## config.mk

```make
export PLATFORM = sky130hd
export DESIGN_NAME = bencode_stream_parser
export DESIGN_NICKNAME = d
export VERILOG_FILES = /design/src/hdl/bsp_pkg.sv /design/src/hdl/bsp_ram.sv /design/src/hdl/bsp_step.sv /design/src/hdl/bencode_stream_parser.sv
export SDC_FILE = /design/constraint.sdc
export NUM_CORES = 2
export LEC_CHECK = 0
export BUFFER_PORTS_ARGS = -buffer_cell sky130_fd_sc_hd__clkbuf_2
export CAP_MARGIN = 0
export CORE_MARGIN = 5
export CORE_UTILIZATION = 39
export DETAILED_ROUTE_END_ITERATION = 8
export HOLD_SLACK_MARGIN = 0.02
export PLACE_DENSITY = 0.55
export SETUP_SLACK_MARGIN = 0.15
export SYNTH_ARGS = -nofsm -noshare
export SYNTH_HDL_FRONTEND = slang
export SYNTH_SLANG_ARGS = --single-unit
```

## constraint.sdc

```tcl
create_clock -name i_clk -period 6.28 [get_ports i_clk]
set_input_delay 0.314 -clock i_clk [delete_from_list [all_inputs] [get_ports i_clk]]
set_output_delay 0.314 -clock i_clk [all_outputs]
set_load 0.01 [all_outputs]
```

## src/hdl/bsp_pkg.sv

```systemverilog
`default_nettype none
// ----------------------------------------------------------------------------
// bsp_pkg: shared types and constants of the bencode stream parser
// Character codes, event and error codes, parser state and result records.
// ----------------------------------------------------------------------------
package bsp_pkg;

    // Sizing
    localparam int MAX_DEPTH   = 32;
    localparam int OFFSET_BITS = 32;
    localparam int SP_BITS     = $clog2(MAX_DEPTH + 1);
    localparam int RAM_DEPTH   = (MAX_DEPTH > 2) ? MAX_DEPTH - 1 : 2;
    localparam int RAM_AW      = $clog2(RAM_DEPTH);
    localparam int FRAME_BITS  = 2 + OFFSET_BITS;
    localparam logic [OFFSET_BITS-1:0] OFF_MAX = '1;

    // Character codes
    localparam logic [7:0] CH_I     = 8'h69;
    localparam logic [7:0] CH_L     = 8'h6C;
    localparam logic [7:0] CH_D     = 8'h64;
    localparam logic [7:0] CH_E     = 8'h65;
    localparam logic [7:0] CH_COLON = 8'h3A;
    localparam logic [7:0] CH_MINUS = 8'h2D;
    localparam logic [7:0] CH_ZERO  = 8'h30;
    localparam logic [7:0] CH_NINE  = 8'h39;

    // Integer flag bit positions
    localparam int FLAG_SIGN  = 0;
    localparam int FLAG_DIGIT = 1;
    localparam int FLAG_ZERO  = 2;

    typedef enum logic [1:0] {
        MODE_IDLE = 2'd0,
        MODE_INT  = 2'd1,
        MODE_LEN  = 2'd2,
        MODE_BODY = 2'd3
    } t_mode;

    typedef enum logic [1:0] {
        KIND_NONE = 2'd0,
        KIND_LIST = 2'd1,
        KIND_DKEY = 2'd2,
        KIND_DVAL = 2'd3
    } t_kind;

    typedef enum logic [2:0] {
        EV_INSIDE     = 3'd0,
        EV_INT_DONE   = 3'd1,
        EV_STR_DONE   = 3'd2,
        EV_LIST_OPEN  = 3'd3,
        EV_DICT_OPEN  = 3'd4,
        EV_LIST_CLOSE = 3'd5,
        EV_DICT_CLOSE = 3'd6,
        EV_ERROR      = 3'd7
    } t_event;

    typedef enum logic [3:0] {
        ERR_NONE       = 4'd0,
        ERR_UNEXP_END  = 4'd1,
        ERR_BAD_INT    = 4'd2,
        ERR_BAD_LEN    = 4'd3,
        ERR_OUT_BOUND  = 4'd4,
        ERR_BAD_CHAR   = 4'd5,
        ERR_LIST_OPEN  = 4'd6,
        ERR_DICT_OPEN  = 4'd7,
        ERR_KEY_TYPE   = 4'd8,
        ERR_NEST_OVER  = 4'd9
    } t_err;

    // Container frame kept below the top of stack
    typedef struct packed {
        t_kind                  kind;
        logic [OFFSET_BITS-1:0] start;
    } t_frame;

    // Architectural parser state; the top container lives in registers
    typedef struct packed {
        t_mode                  mode;
        logic [SP_BITS-1:0]     sp;
        logic [31:0]            rem;
        logic [2:0]             flags;
        logic [OFFSET_BITS-1:0] off;
        t_err                   err;
        t_kind                  top_kind;
        logic [OFFSET_BITS-1:0] top_start;
        logic [OFFSET_BITS-1:0] scal_start;
    } t_state;

    // Frame store write request
    typedef struct packed {
        logic              we;
        logic [RAM_AW-1:0] addr;
        t_frame            data;
    } t_frame_wr;

    // One result beat
    typedef struct packed {
        t_event      ev;
        logic [5:0]  nest;
        logic [31:0] elem_start;
        logic [31:0] elem_end;
        t_err        err;
        logic        done;
    } t_result;

    localparam t_state STATE_RESET = '{
        mode:       MODE_IDLE,
        sp:         '0,
        rem:        '0,
        flags:      '0,
        off:        '0,
        err:        ERR_NONE,
        top_kind:   KIND_NONE,
        top_start:  '0,
        scal_start: '0
    };

endpackage
`default_nettype wire

```

## src/hdl/bsp_ram.sv

```systemverilog
`default_nettype none
// ----------------------------------------------------------------------------
// bsp_ram: generic simple dual-port RAM
// One write port, one read port with registered read data (old data on
// a same-address collision).
// ----------------------------------------------------------------------------
module bsp_ram #(
    parameter int WIDTH = 8,
    parameter int DEPTH = 2
) (
    input  wire logic                     i_clk,
    input  wire logic                     i_we,
    input  wire logic [$clog2(DEPTH)-1:0] i_waddr,
    input  wire logic [WIDTH-1:0]         i_wdata,
    input  wire logic [$clog2(DEPTH)-1:0] i_raddr,
    output logic      [WIDTH-1:0]         o_rdata
);

    logic [WIDTH-1:0] r_mem [DEPTH];

    always_ff @(posedge i_clk) begin
        if (i_we) begin
            r_mem[i_waddr] <= i_wdata;
        end
        o_rdata <= r_mem[i_raddr];
    end

endmodule
`default_nettype wire

```

## src/hdl/bsp_step.sv

```systemverilog
`default_nettype none
// ----------------------------------------------------------------------------
// bsp_step: per-byte parse step
// Combinational next state, frame store write and result for one byte.
// ----------------------------------------------------------------------------
module bsp_step import bsp_pkg::*; (
    input  wire t_state     i_state,
    input  wire t_frame     i_below,
    input  wire logic [7:0] i_data_byte,
    input  wire logic       i_last_byte,
    output t_state          o_state,
    output t_frame_wr       o_wr,
    output t_result         o_result
);

    t_state                 n;
    t_err                   err;
    t_event                 ev;
    logic [OFFSET_BITS-1:0] es;
    logic [OFFSET_BITS-1:0] ee;
    logic [OFFSET_BITS-1:0] off_next;
    logic                   finished;
    logic                   popped;
    logic                   is_digit;
    logic                   is_open;
    logic [3:0]             digit;
    logic [35:0]            len_next;
    logic [SP_BITS-1:0]     sp_m1;

    function automatic t_kind flip(t_kind k);
        unique case (k)
            KIND_DKEY: flip = KIND_DVAL;
            KIND_DVAL: flip = KIND_DKEY;
            default:   flip = k;
        endcase
    endfunction

    assign is_digit = (i_data_byte >= CH_ZERO) && (i_data_byte <= CH_NINE);
    assign is_open  = (i_data_byte == CH_L) || (i_data_byte == CH_D);
    assign digit    = 4'(i_data_byte - CH_ZERO);
    assign sp_m1    = i_state.sp - SP_BITS'(1);
    assign off_next = (i_state.off == OFF_MAX) ? i_state.off
                                               : i_state.off + OFFSET_BITS'(1);
    // rem * 10 + digit, wide enough to see overflow past 32 bits
    assign len_next = ({4'b0, i_state.rem} << 3) + ({4'b0, i_state.rem} << 1)
                    + {32'b0, digit};

    always_comb begin
        n        = i_state;
        err      = i_state.err;
        ev       = EV_INSIDE;
        es       = '0;
        ee       = '0;
        finished = 1'b0;
        popped   = 1'b0;
        o_wr.we   = 1'b0;
        o_wr.addr = sp_m1[RAM_AW-1:0];
        o_wr.data = '{kind: i_state.top_kind, start: i_state.top_start};

        // Byte decode
        if (i_state.err == ERR_NONE) begin
            unique case (i_state.mode)
                MODE_IDLE: begin
                    priority if (i_data_byte == CH_E &&
                                 (i_state.top_kind == KIND_LIST ||
                                  i_state.top_kind == KIND_DKEY)) begin
                        popped   = 1'b1;
                        n.sp     = sp_m1;
                        es       = i_state.top_start;
                        ev       = (i_state.top_kind == KIND_LIST) ? EV_LIST_CLOSE
                                                                    : EV_DICT_CLOSE;
                        finished = 1'b1;
                    end else if (i_state.top_kind == KIND_DKEY &&
                                 (i_data_byte == CH_I || is_open)) begin
                        err = ERR_KEY_TYPE;
                    end else if (i_data_byte == CH_I) begin
                        n.scal_start = i_state.off;
                        n.flags      = '0;
                        n.mode       = MODE_INT;
                    end else if (is_open) begin
                        if (i_state.sp >= SP_BITS'(MAX_DEPTH)) begin
                            err = ERR_NEST_OVER;
                        end else begin
                            // spill the current top frame, new container on top
                            o_wr.we     = (i_state.sp != '0);
                            n.sp        = i_state.sp + SP_BITS'(1);
                            n.top_kind  = (i_data_byte == CH_L) ? KIND_LIST : KIND_DKEY;
                            n.top_start = i_state.off;
                            ev          = (i_data_byte == CH_L) ? EV_LIST_OPEN
                                                                 : EV_DICT_OPEN;
                        end
                    end else if (is_digit) begin
                        n.scal_start = i_state.off;
                        n.rem        = {28'b0, digit};
                        n.mode       = MODE_LEN;
                    end else begin
                        err = ERR_BAD_CHAR;
                    end
                end
                MODE_INT: begin
                    priority if (i_data_byte == CH_MINUS && i_state.flags == '0) begin
                        n.flags = 3'b001 << FLAG_SIGN;
                    end else if (is_digit) begin
                        priority if (i_state.flags[FLAG_ZERO]) begin
                            err = ERR_BAD_INT;
                        end else if (!i_state.flags[FLAG_DIGIT] &&
                                     i_data_byte == CH_ZERO) begin
                            if (i_state.flags[FLAG_SIGN]) begin
                                err = ERR_BAD_INT;
                            end else begin
                                n.flags[FLAG_ZERO]  = 1'b1;
                                n.flags[FLAG_DIGIT] = 1'b1;
                            end
                        end else begin
                            n.flags[FLAG_DIGIT] = 1'b1;
                        end
                    end else if (i_data_byte == CH_E && i_state.flags[FLAG_DIGIT]) begin
                        es       = i_state.scal_start;
                        ev       = EV_INT_DONE;
                        finished = 1'b1;
                    end else begin
                        err = ERR_BAD_INT;
                    end
                end
                MODE_LEN: begin
                    priority if (is_digit) begin
                        if (len_next[35:32] != 4'b0) begin
                            err = ERR_BAD_LEN;
                        end else begin
                            n.rem = len_next[31:0];
                        end
                    end else if (i_data_byte == CH_COLON) begin
                        priority if (i_state.rem == '0) begin
                            es       = i_state.scal_start;
                            ev       = EV_STR_DONE;
                            finished = 1'b1;
                        end else if (i_last_byte) begin
                            err = ERR_OUT_BOUND;
                        end else begin
                            n.mode = MODE_BODY;
                        end
                    end else begin
                        err = ERR_BAD_CHAR;
                    end
                end
                MODE_BODY: begin
                    if (i_state.rem != '0) begin
                        n.rem = i_state.rem - 32'd1;
                    end
                    if (i_state.rem <= 32'd1) begin
                        es       = i_state.scal_start;
                        ev       = EV_STR_DONE;
                        finished = 1'b1;
                    end
                end
                default: begin
                    err = ERR_BAD_CHAR;
                end
            endcase
        end

        // Element done: back to idle, dictionary toggles key/value
        if (finished) begin
            ee     = off_next;
            n.mode = MODE_IDLE;
            if (popped) begin
                n.top_kind  = (n.sp == '0) ? KIND_NONE : flip(i_below.kind);
                n.top_start = i_below.start;
            end else begin
                n.top_kind = flip(i_state.top_kind);
            end
        end

        // Buffer end checks
        if (err == ERR_NONE && i_last_byte) begin
            unique case (n.mode)
                MODE_INT:  err = ERR_BAD_INT;
                MODE_LEN:  err = ERR_UNEXP_END;
                MODE_BODY: err = ERR_OUT_BOUND;
                default: begin
                    if (n.sp != '0) begin
                        priority if (n.top_kind == KIND_LIST) begin
                            err = ERR_LIST_OPEN;
                        end else if (n.top_kind == KIND_DKEY) begin
                            err = ERR_DICT_OPEN;
                        end else begin
                            err = ERR_UNEXP_END;
                        end
                    end
                end
            endcase
        end

        if (err != ERR_NONE) begin
            ev = EV_ERROR;
            es = '0;
            ee = '0;
        end

        o_result.ev         = ev;
        o_result.nest       = 6'(n.sp);
        o_result.elem_start = 32'(es);
        o_result.elem_end   = 32'(ee);
        o_result.err        = err;
        o_result.done       = i_last_byte && (err == ERR_NONE);

        n.off = off_next;
        n.err = err;
        if (i_last_byte) begin
            n = STATE_RESET;
        end
        o_state = n;
    end

endmodule
`default_nettype wire

```

## src/hdl/bencode_stream_parser.sv

```systemverilog
`default_nettype none
// ----------------------------------------------------------------------------
// bencode_stream_parser: streaming bencode checker
// Input channel (i_valid/o_ready) takes one buffer byte per beat, with
// i_last_byte on the final byte. Output channel (o_valid/i_ready) gives one
// event beat per input byte, in order: event code, nesting depth, start and
// end offsets of a completed element, latched error code and a clean-done
// flag on the last byte.
// A byte is held in the input register and parsed on the way into the
// result register, from which its event beat is offered on the output
// channel. Throughput: one byte per cycle while i_ready is high; the parse
// step is a single combinational pass, and the frame store (registered
// read) is prefetched at the address below the top of stack, so pops do
// not stall. When i_ready is low the result register holds and the input
// register still takes one more byte; o_ready drops only when both are full.
// Reset: parser state goes idle at offset 0 with an empty stack and no
// error; both registers empty. The frame store needs no clearing. After the
// last byte of a buffer the parser state returns to its reset values.
// ----------------------------------------------------------------------------
module bencode_stream_parser import bsp_pkg::*; (
    input  wire logic        i_clk,
    input  wire logic        i_rst_n,
    input  wire logic        i_valid,
    output logic             o_ready,
    input  wire logic [7:0]  i_data_byte,
    input  wire logic        i_last_byte,
    output logic             o_valid,
    input  wire logic        i_ready,
    output logic [2:0]       o_event_res,
    output logic [5:0]       o_nest_level,
    output logic [31:0]      o_element_start,
    output logic [31:0]      o_element_end,
    output logic [3:0]       o_error_code,
    output logic             o_done_res
);

    logic       r_in_valid;
    logic [7:0] r_in_data;
    logic       r_in_last;
    t_state     r_state;
    t_state     n_state;
    logic       r_out_valid;
    t_result    r_out;
    logic       r_byp;
    t_frame     r_byp_data;

    t_state             step_state;
    t_frame_wr          step_wr;
    t_result            step_result;
    t_frame             ram_rdata;
    t_frame             below;
    logic               advance;
    logic               fire;
    logic [SP_BITS-1:0] rd_sp;

    // Pipeline control
    assign advance = !r_out_valid || i_ready;
    assign fire    = r_in_valid && advance;
    assign o_ready = !r_in_valid || advance;

    // Frame below the top of stack, with bypass of last cycle's spill
    assign below   = r_byp ? r_byp_data : ram_rdata;
    assign n_state = fire ? step_state : r_state;
    assign rd_sp   = n_state.sp - SP_BITS'(2);

    bsp_step u_step (
        .i_state     (r_state),
        .i_below     (below),
        .i_data_byte (r_in_data),
        .i_last_byte (r_in_last),
        .o_state     (step_state),
        .o_wr        (step_wr),
        .o_result    (step_result)
    );

    bsp_ram #(
        .WIDTH (FRAME_BITS),
        .DEPTH (RAM_DEPTH)
    ) u_frames (
        .i_clk   (i_clk),
        .i_we    (fire && step_wr.we),
        .i_waddr (step_wr.addr),
        .i_wdata (step_wr.data),
        .i_raddr (rd_sp[RAM_AW-1:0]),
        .o_rdata (ram_rdata)
    );

    // Control registers
    always_ff @(posedge i_clk) begin
        if (!i_rst_n) begin
            r_in_valid  <= 1'b0;
            r_out_valid <= 1'b0;
            r_state     <= STATE_RESET;
            r_byp       <= 1'b0;
        end else begin
            if (o_ready) begin
                r_in_valid <= i_valid;
            end
            if (advance) begin
                r_out_valid <= r_in_valid;
            end
            r_state <= n_state;
            r_byp   <= fire && step_wr.we;
        end
    end

    // Payload registers
    always_ff @(posedge i_clk) begin
        if (o_ready && i_valid) begin
            r_in_data <= i_data_byte;
            r_in_last <= i_last_byte;
        end
        if (fire) begin
            r_out <= step_result;
        end
        r_byp_data <= step_wr.data;
    end

    assign o_valid         = r_out_valid;
    assign o_event_res     = r_out.ev;
    assign o_nest_level    = r_out.nest;
    assign o_element_start = r_out.elem_start;
    assign o_element_end   = r_out.elem_end;
    assign o_error_code    = r_out.err;
    assign o_done_res      = r_out.done;

endmodule
`default_nettype wire
```

### Word-level counts from Yosys, hierarchy flattened

Memories as Yosys holds them, arrays and structs flattened. A register that Yosys moved wholly into a read port is not among the register bits.
Index checks and enable logic that the tools add are counted.

| word-level totals | value |
|---|---|
| register bits after elaboration | 269 |
| RAM bits | 1054 |
| bits of input ports | 13 |
| output and inout port bits | 80 |
| logic and storage cells | 243 |
| memories kept | 1 |

| operators by class | value |
|---|---|
| add/sub/neg operators | 8 |
| order comparisons | 4 |
| eq/ne operators | 37 |
| multiplexer cells | 124 |
| bitwise operators | 2 |
| reduce and logical (&&, ||, !) cells | 43 |

Memories:

| memory | words | width | read ports | clocked after Yosys merged registers in | wr ports | RTL line | RTL |
|---|---|---|---|---|---|---|---|
| u_frames.r_mem | 31 | 34 | 1 | 1 | 1 | bsp_ram.sv:19 | `logic [WIDTH-1:0] r_mem [DEPTH];` |

Operators by type and width:

| kind | count |
|---|---|
| $mux 32 | 18 |
| $mux 66 | 4 |
| $mux 34 | 5 |
| $mux 145 | 1 |
| $mux 143 | 1 |
| $pmux 32 s4 | 1 |
| $pmux 32 s3 | 1 |
| $mux 43 | 2 |
| $mux 4 | 21 |
| $mux 3 | 13 |
| $mux 2 | 19 |
| $mux 38 | 1 |
| $add 35x33->36 | 1 |
| $add 36x4->36 | 1 |
| $mux 35 | 1 |
| $add 32x1->32 const B | 1 |
| $eq 32x32->1 const B | 1 |
| $eq 8x7->1 const B | 4 |
| $le 32x1->1 const B | 1 |
| $logic_not 32->1 | 1 |
| $reduce_bool 32->1 | 1 |
| $sub 32x1->32 const B | 1 |
| $eq 8x6->1 const B | 3 |
| $mux 1 | 24 |
| 37 further kinds | 91 |

### Depth between registers and ports, before layout

| logic depth | value |
|---|---|
| depth in word-level cells | 22 |
| gate-level depth with buffers | 20 |
| mapped depth without buffers | 17 |

### Cells and area by module

From an unflattened synthesis, not the netlist that was laid out.

| unflattened totals | value |
|---|---|
| cell total of the unflattened synthesis | 4293 |
| area, all modules | 59595.9 µm² |

By module, submodules not included:

| module | times used | cells each | area each (µm²) | sequential area each (µm²) |
|---|---|---|---|---|
| bsp_ram | 1 | 2050 | 41370.9 | 32331.0 |
| bencode_stream_parser | 1 | 852 | 9490.4 | 6256.0 |
| bsp_step | 1 | 1391 | 8734.6 | 0.0 |

### Worst setup path before layout

No wires, ideal clock.

| timing path | value |
|---|---|
| path kind | register to register |
| from | register r_state[64] (netlist name) |
| to | register u_frames.o_rdata[23] (read register of u_frames.r_mem) |
| library setup time | 123 ps |
| arrival | 4778 ps |
| data required time | 6157 ps |
| path slack | 1379 ps |
| cell stages (with the launch flop) | 20 |
| path buffers | 6 |
| period minus slack after synthesis | 4901 ps |
| cell sequence | dfxtp_1 -> inv_1 -> ha_1 -> nor3b_1 -> and2_1 -> a2111oi_0 -> a211o_1 -> inv_2 -> a22oi_1 -> buf_2 -> clkbuf_1 -> clkbuf_1 -> ha_1 -> clkbuf_1 -> clkbuf_1 -> clkbuf_1 -> mux4_2 -> a21oi_1 -> a211o_1 -> nand3_1 |

RTL lines:

| element | RTL line | RTL |
|---|---|---|
| start: declaration | bencode_stream_parser.sv:40 | `t_state r_state;` |
| start signal: assignment | bencode_stream_parser.sv:102 | `r_state <= n_state;` |
| end: declaration | bsp_ram.sv:16 | `output logic [WIDTH-1:0] o_rdata` |

### Worst setup path after layout

| timing path | value |
|---|---|
| from | register r_in_data[3] |
| to | register r_out, in the netlist o_event_res[0], data pin |

| on the way | value |
|---|---|
| cells in the longest elaborated chain, start to end | 19 |
| elaborated cells between the ends (all ways) | 98 |
| those cells by class | add/sub (2); order compare (2); eq/ne (12); mux (68); reduce/logical (14) |

RTL lines:

| element | RTL line | RTL |
|---|---|---|
| start: declaration | bencode_stream_parser.sv:38 | `logic [7:0] r_in_data;` |
| start signal: assignment | bencode_stream_parser.sv:110 | `r_in_data <= i_data_byte;` |
| parallel branches: the longest is 19 deep, another holds $add 36x4->36 | - |  |
| end signal: assignment | bencode_stream_parser.sv:114 | `r_out <= step_result;` |
| end: declaration | bencode_stream_parser.sv:43 | `t_result r_out;` |

Parallel ways; which one is timed is not known. The select of a mux whose other input is x is not followed.
A chain may end at the register's enable or synchronous reset.

==> impl_metrics.csv <==
group,metric,value,unit
outcome,status,"finished, final reports clean",
grt,grt-ovfl-total,0,
power,p_seq_share,52.9,%
critical_path,critical_path_buf_inv_count,3,
grt,grt_max_degree,194,
critical_path,cp_cell_sequence,"inv_1, fa_1, inv_1, fa_1, a21o_1, a221oi_1, o21ai_0, o31a_1, a31oi_1, mux2i_1, nand4_1, a221o_1, nand4b_4, buf_4, or2_1",
power,intPower,14.58,mW
routing,drtPass1Iterations,5,
power,p_per_area,278.4,nW/µm²
power,combPwrFrac,1.3,%
power,p_sw,3.702,mW
logic_synthesis,synth_common_cells,"edfxtp_1 (1141), nand2_1 (526), clkbuf_1 (228), dfxtp_1 (216), nor2_1 (212)",
timing,hold_viol,0,
clocking,clockBufferDepth,3,
worst_hold_path,hold_path.class,"in2reg",
power,irDropWorstVdd,0.2326,mV
timing,min_period_over_period,89.82,%
clocking,clk_latency,0.75,ns
placed_design,dp.cells,6081,
power,clock_power_share,45.8,%
clocking,clk_pin_slew,0.06,ns
finish,layout.nets,4403,
placed_design,pre_cts_slack,0.7144,ns
floorplan,start_util,39.12,%
finish,fin_cells,6364,
power,switching_share,20.25,%
logic_synthesis,ys_ff_latch,1357,
power,p_total,18.28,mW
grt,grt_pass1_vias,35250,
clocking,cts-resized-gates,0,
logic_synthesis,avgSynthCellArea,13.56,µm²
routing,ant_nets,0,
critical_path,required,6.77,ns
clocking,cts_buffers,145,
critical_path,cp_max_fo,33,
clocking,h-tree-depth,4,
finish,drive_gt1_share,14.26,%
timing,tns,0,ns
critical_path,cpMaxStageDelayCell,"edfxtp_1",
logic_synthesis,ys_types,90,
timing,maxSlewViolCount,0,
routing,via_count,36110,
timing,rsz0062_at_grt,"false",
logic_synthesis,ys_seq_area_share,66.96,%
timing,fin_skew,0.03589,ns
logic_synthesis,yosysWarnings,0,
critical_path,cp_top_family,"compound AO/OA/AOI/OAI gates",
logic_synthesis,syn_inst,4248,
floorplan,dieArea,155500,µm²
routing,wl,158.3,mm
placed_design,portBuffers,92,
placed_design,dp_hpwl,90.24,mm
floorplan,rows,141,
logic_synthesis,async_flop_share,0,%
grt,grtUsageTotal,19.88,%
grt,grt_pass1_wl,234.7,mm
placed_design,post_dp_cell_area,60860,µm²
critical_path,cp_slowest_stage_delay,0.61,ns
floorplan,die_w,394.4,µm
timing,setup_viol,0,
routing,wire_per_inst,24.87,µm
placed_design,gp_congestion,0.8470,
logic_synthesis,yosysTopAreaCell,"edfxtp_1",
floorplan,core,147300,µm²
power,p_leak,21.55,nW
logic_synthesis,synth.most_common_cell,"edfxtp_1",
routing,wl_met2,75.02,mm
critical_path,critPathCaptureType,"flop",
routing,wl_met3,8.495,mm
logic_synthesis,synth-edff-count,1141,
logic_synthesis,synth_ff_type,"edfxtp_1",
clocking,cts_sinks,1357,
routing,avgViaCountPerCell,5.675,
logic_synthesis,syn_area,57620,µm²
floorplan,num_io_pins,93,
routing,drtIter0Drc,3405,
grt,antenna_found_initial,1,
timing,worst_pin_slew,1.284,ns
logic_synthesis,synth_fp_nets,4340,
clocking,cts-root-buf,"clkbuf_16",
finish,final_area,65660,µm²
logic_synthesis,synth_top_area_share,59.46,%
clocking,cts_tree,"yes",
critical_path,critPathArrivalTime,6.13,ns
timing,maxSlewHeadroom,14.30,%
finish,final_util,44.57,%
finish,syn2layout_area_growth,13.95,%
critical_path,critical_path_class,"reg2reg",
routing,met1_length,70.00,mm
critical_path,cp-start-kind,"flop",
routing,top_layer,"met4",
floorplan,die_h,394.4,µm
timing,hold_slack,0.08317,ns
timing,fmaxAchievable,0.1773,GHz
timing,setup_ws,0.6393,ns
job,max_cap_viol_count,0,
logic_synthesis,yosys-top-cells-area,"edfxtp_1 (59%), dfxtp_1 (7.5%), mux4_2 (4.0%), nand2_1 (3.4%), a311oi_1 (2.6%)",
routing,drc,0,
timing,post-route-min-period,5.641,ns
cell usage in the layout (no fill, tap or decap), types with 32 or more instances in the layout:
master / n
a211o_1: 39
a211oi_1: 175
a21boi_0: 88
a21oi_1: 113
a22oi_1: 47
a311oi_1: 172
and2_1: 189
buf_12: 32
buf_4: 86
clkbuf_1: 35
clkbuf_16: 150
clkbuf_2: 91
dfxtp_1: 214
edfxtp_1: 1141
ha_1: 76
inv_1: 33
mux2i_1: 40
mux4_2: 102
nand2_1: 525
nand3_1: 132
nor2_1: 176
nor2_4: 33
o211ai_1: 44
o21ai_0: 151
xnor2_1: 50
xor2_1: 37
flip-flops by register name (all words and copies together), names as in the netlist:
register / count
r_state: 145
u_frames.r_mem: 1054
r_in_data: 8
o_element_start: 32
o_element_end: 32
o_event_res: 3
o_done_res: 1
o_error_code: 4
r_byp: 1
u_frames.o_rdata: 34
r_in_last: 1
o_nest_level: 6
o_valid: 1
r_in_valid: 1
r_byp_data: 34
worst paths after layout:
path,cells after the start,from,to,slack [ns]
setup / recovery,15,r_in_data[3]$_DFFE_PP_,o_event_res[0]$_SDFFCE_PP1P_,0.64
hold / removal,2,i_rst_n,r_in_valid$_SDFFE_PN0N_,0.08
hold reg to reg,2,r_state[31]$_SDFFE_PN0P_,r_state[31]$_SDFFE_PN0P_,0.47
setup reg to reg,15,r_in_data[3]$_DFFE_PP_,o_event_res[0]$_SDFFCE_PP1P_,0.64
what timing repair did:
| item | CTS | global route |
|---|---|---|
| hold endpoints to repair | 11 | 0 |
| buffers inserted | 0 | 0 |
| hold buffers | 13 | 0 |
| endpoints found under the setup margin | 0 | 0 |
metal layers:
metal	GRT usage, %	vias up
met4	6.333	0
met1	27.78	18370
met3	2.851	236
met5	0	-
met2	32.25	1074
li1	-	16430
final cells by class:
type	count	area, µm²
fillers	13160	81650
flip-flops and latches	1357	38590
multi-input cells	2548	17970
clock buffers	195	4023
well taps	1930	2415
repair buffers	222	1872
clock inverters	74	645.6
inverters	37	141.4
diodes	1	2.502
logic make-up after synthesis:
kind of cell    Yosys count  synth area share [%]
compound gates          958                 11.87
xor+xnor                 90                 1.368
fa+ha+maj                79                 1.741
buf+inv                 343                 2.480
flops                  1357                 66.96
mux                     173                 5.287
simple gates           1248                 10.29
power by group through the flow:
stage               Combinational, mW  Sequential [mW]  Clock [mW]
finish                          0.235             9.67        8.37
global route                    0.257             9.67        8.93
CTS                             0.236             9.67        8.53
detailed placement              0.229             9.86           0
global placement                0.229             9.86           0
floorplan                       0.142             9.87           0
Power figures use the tool's default switching activity.
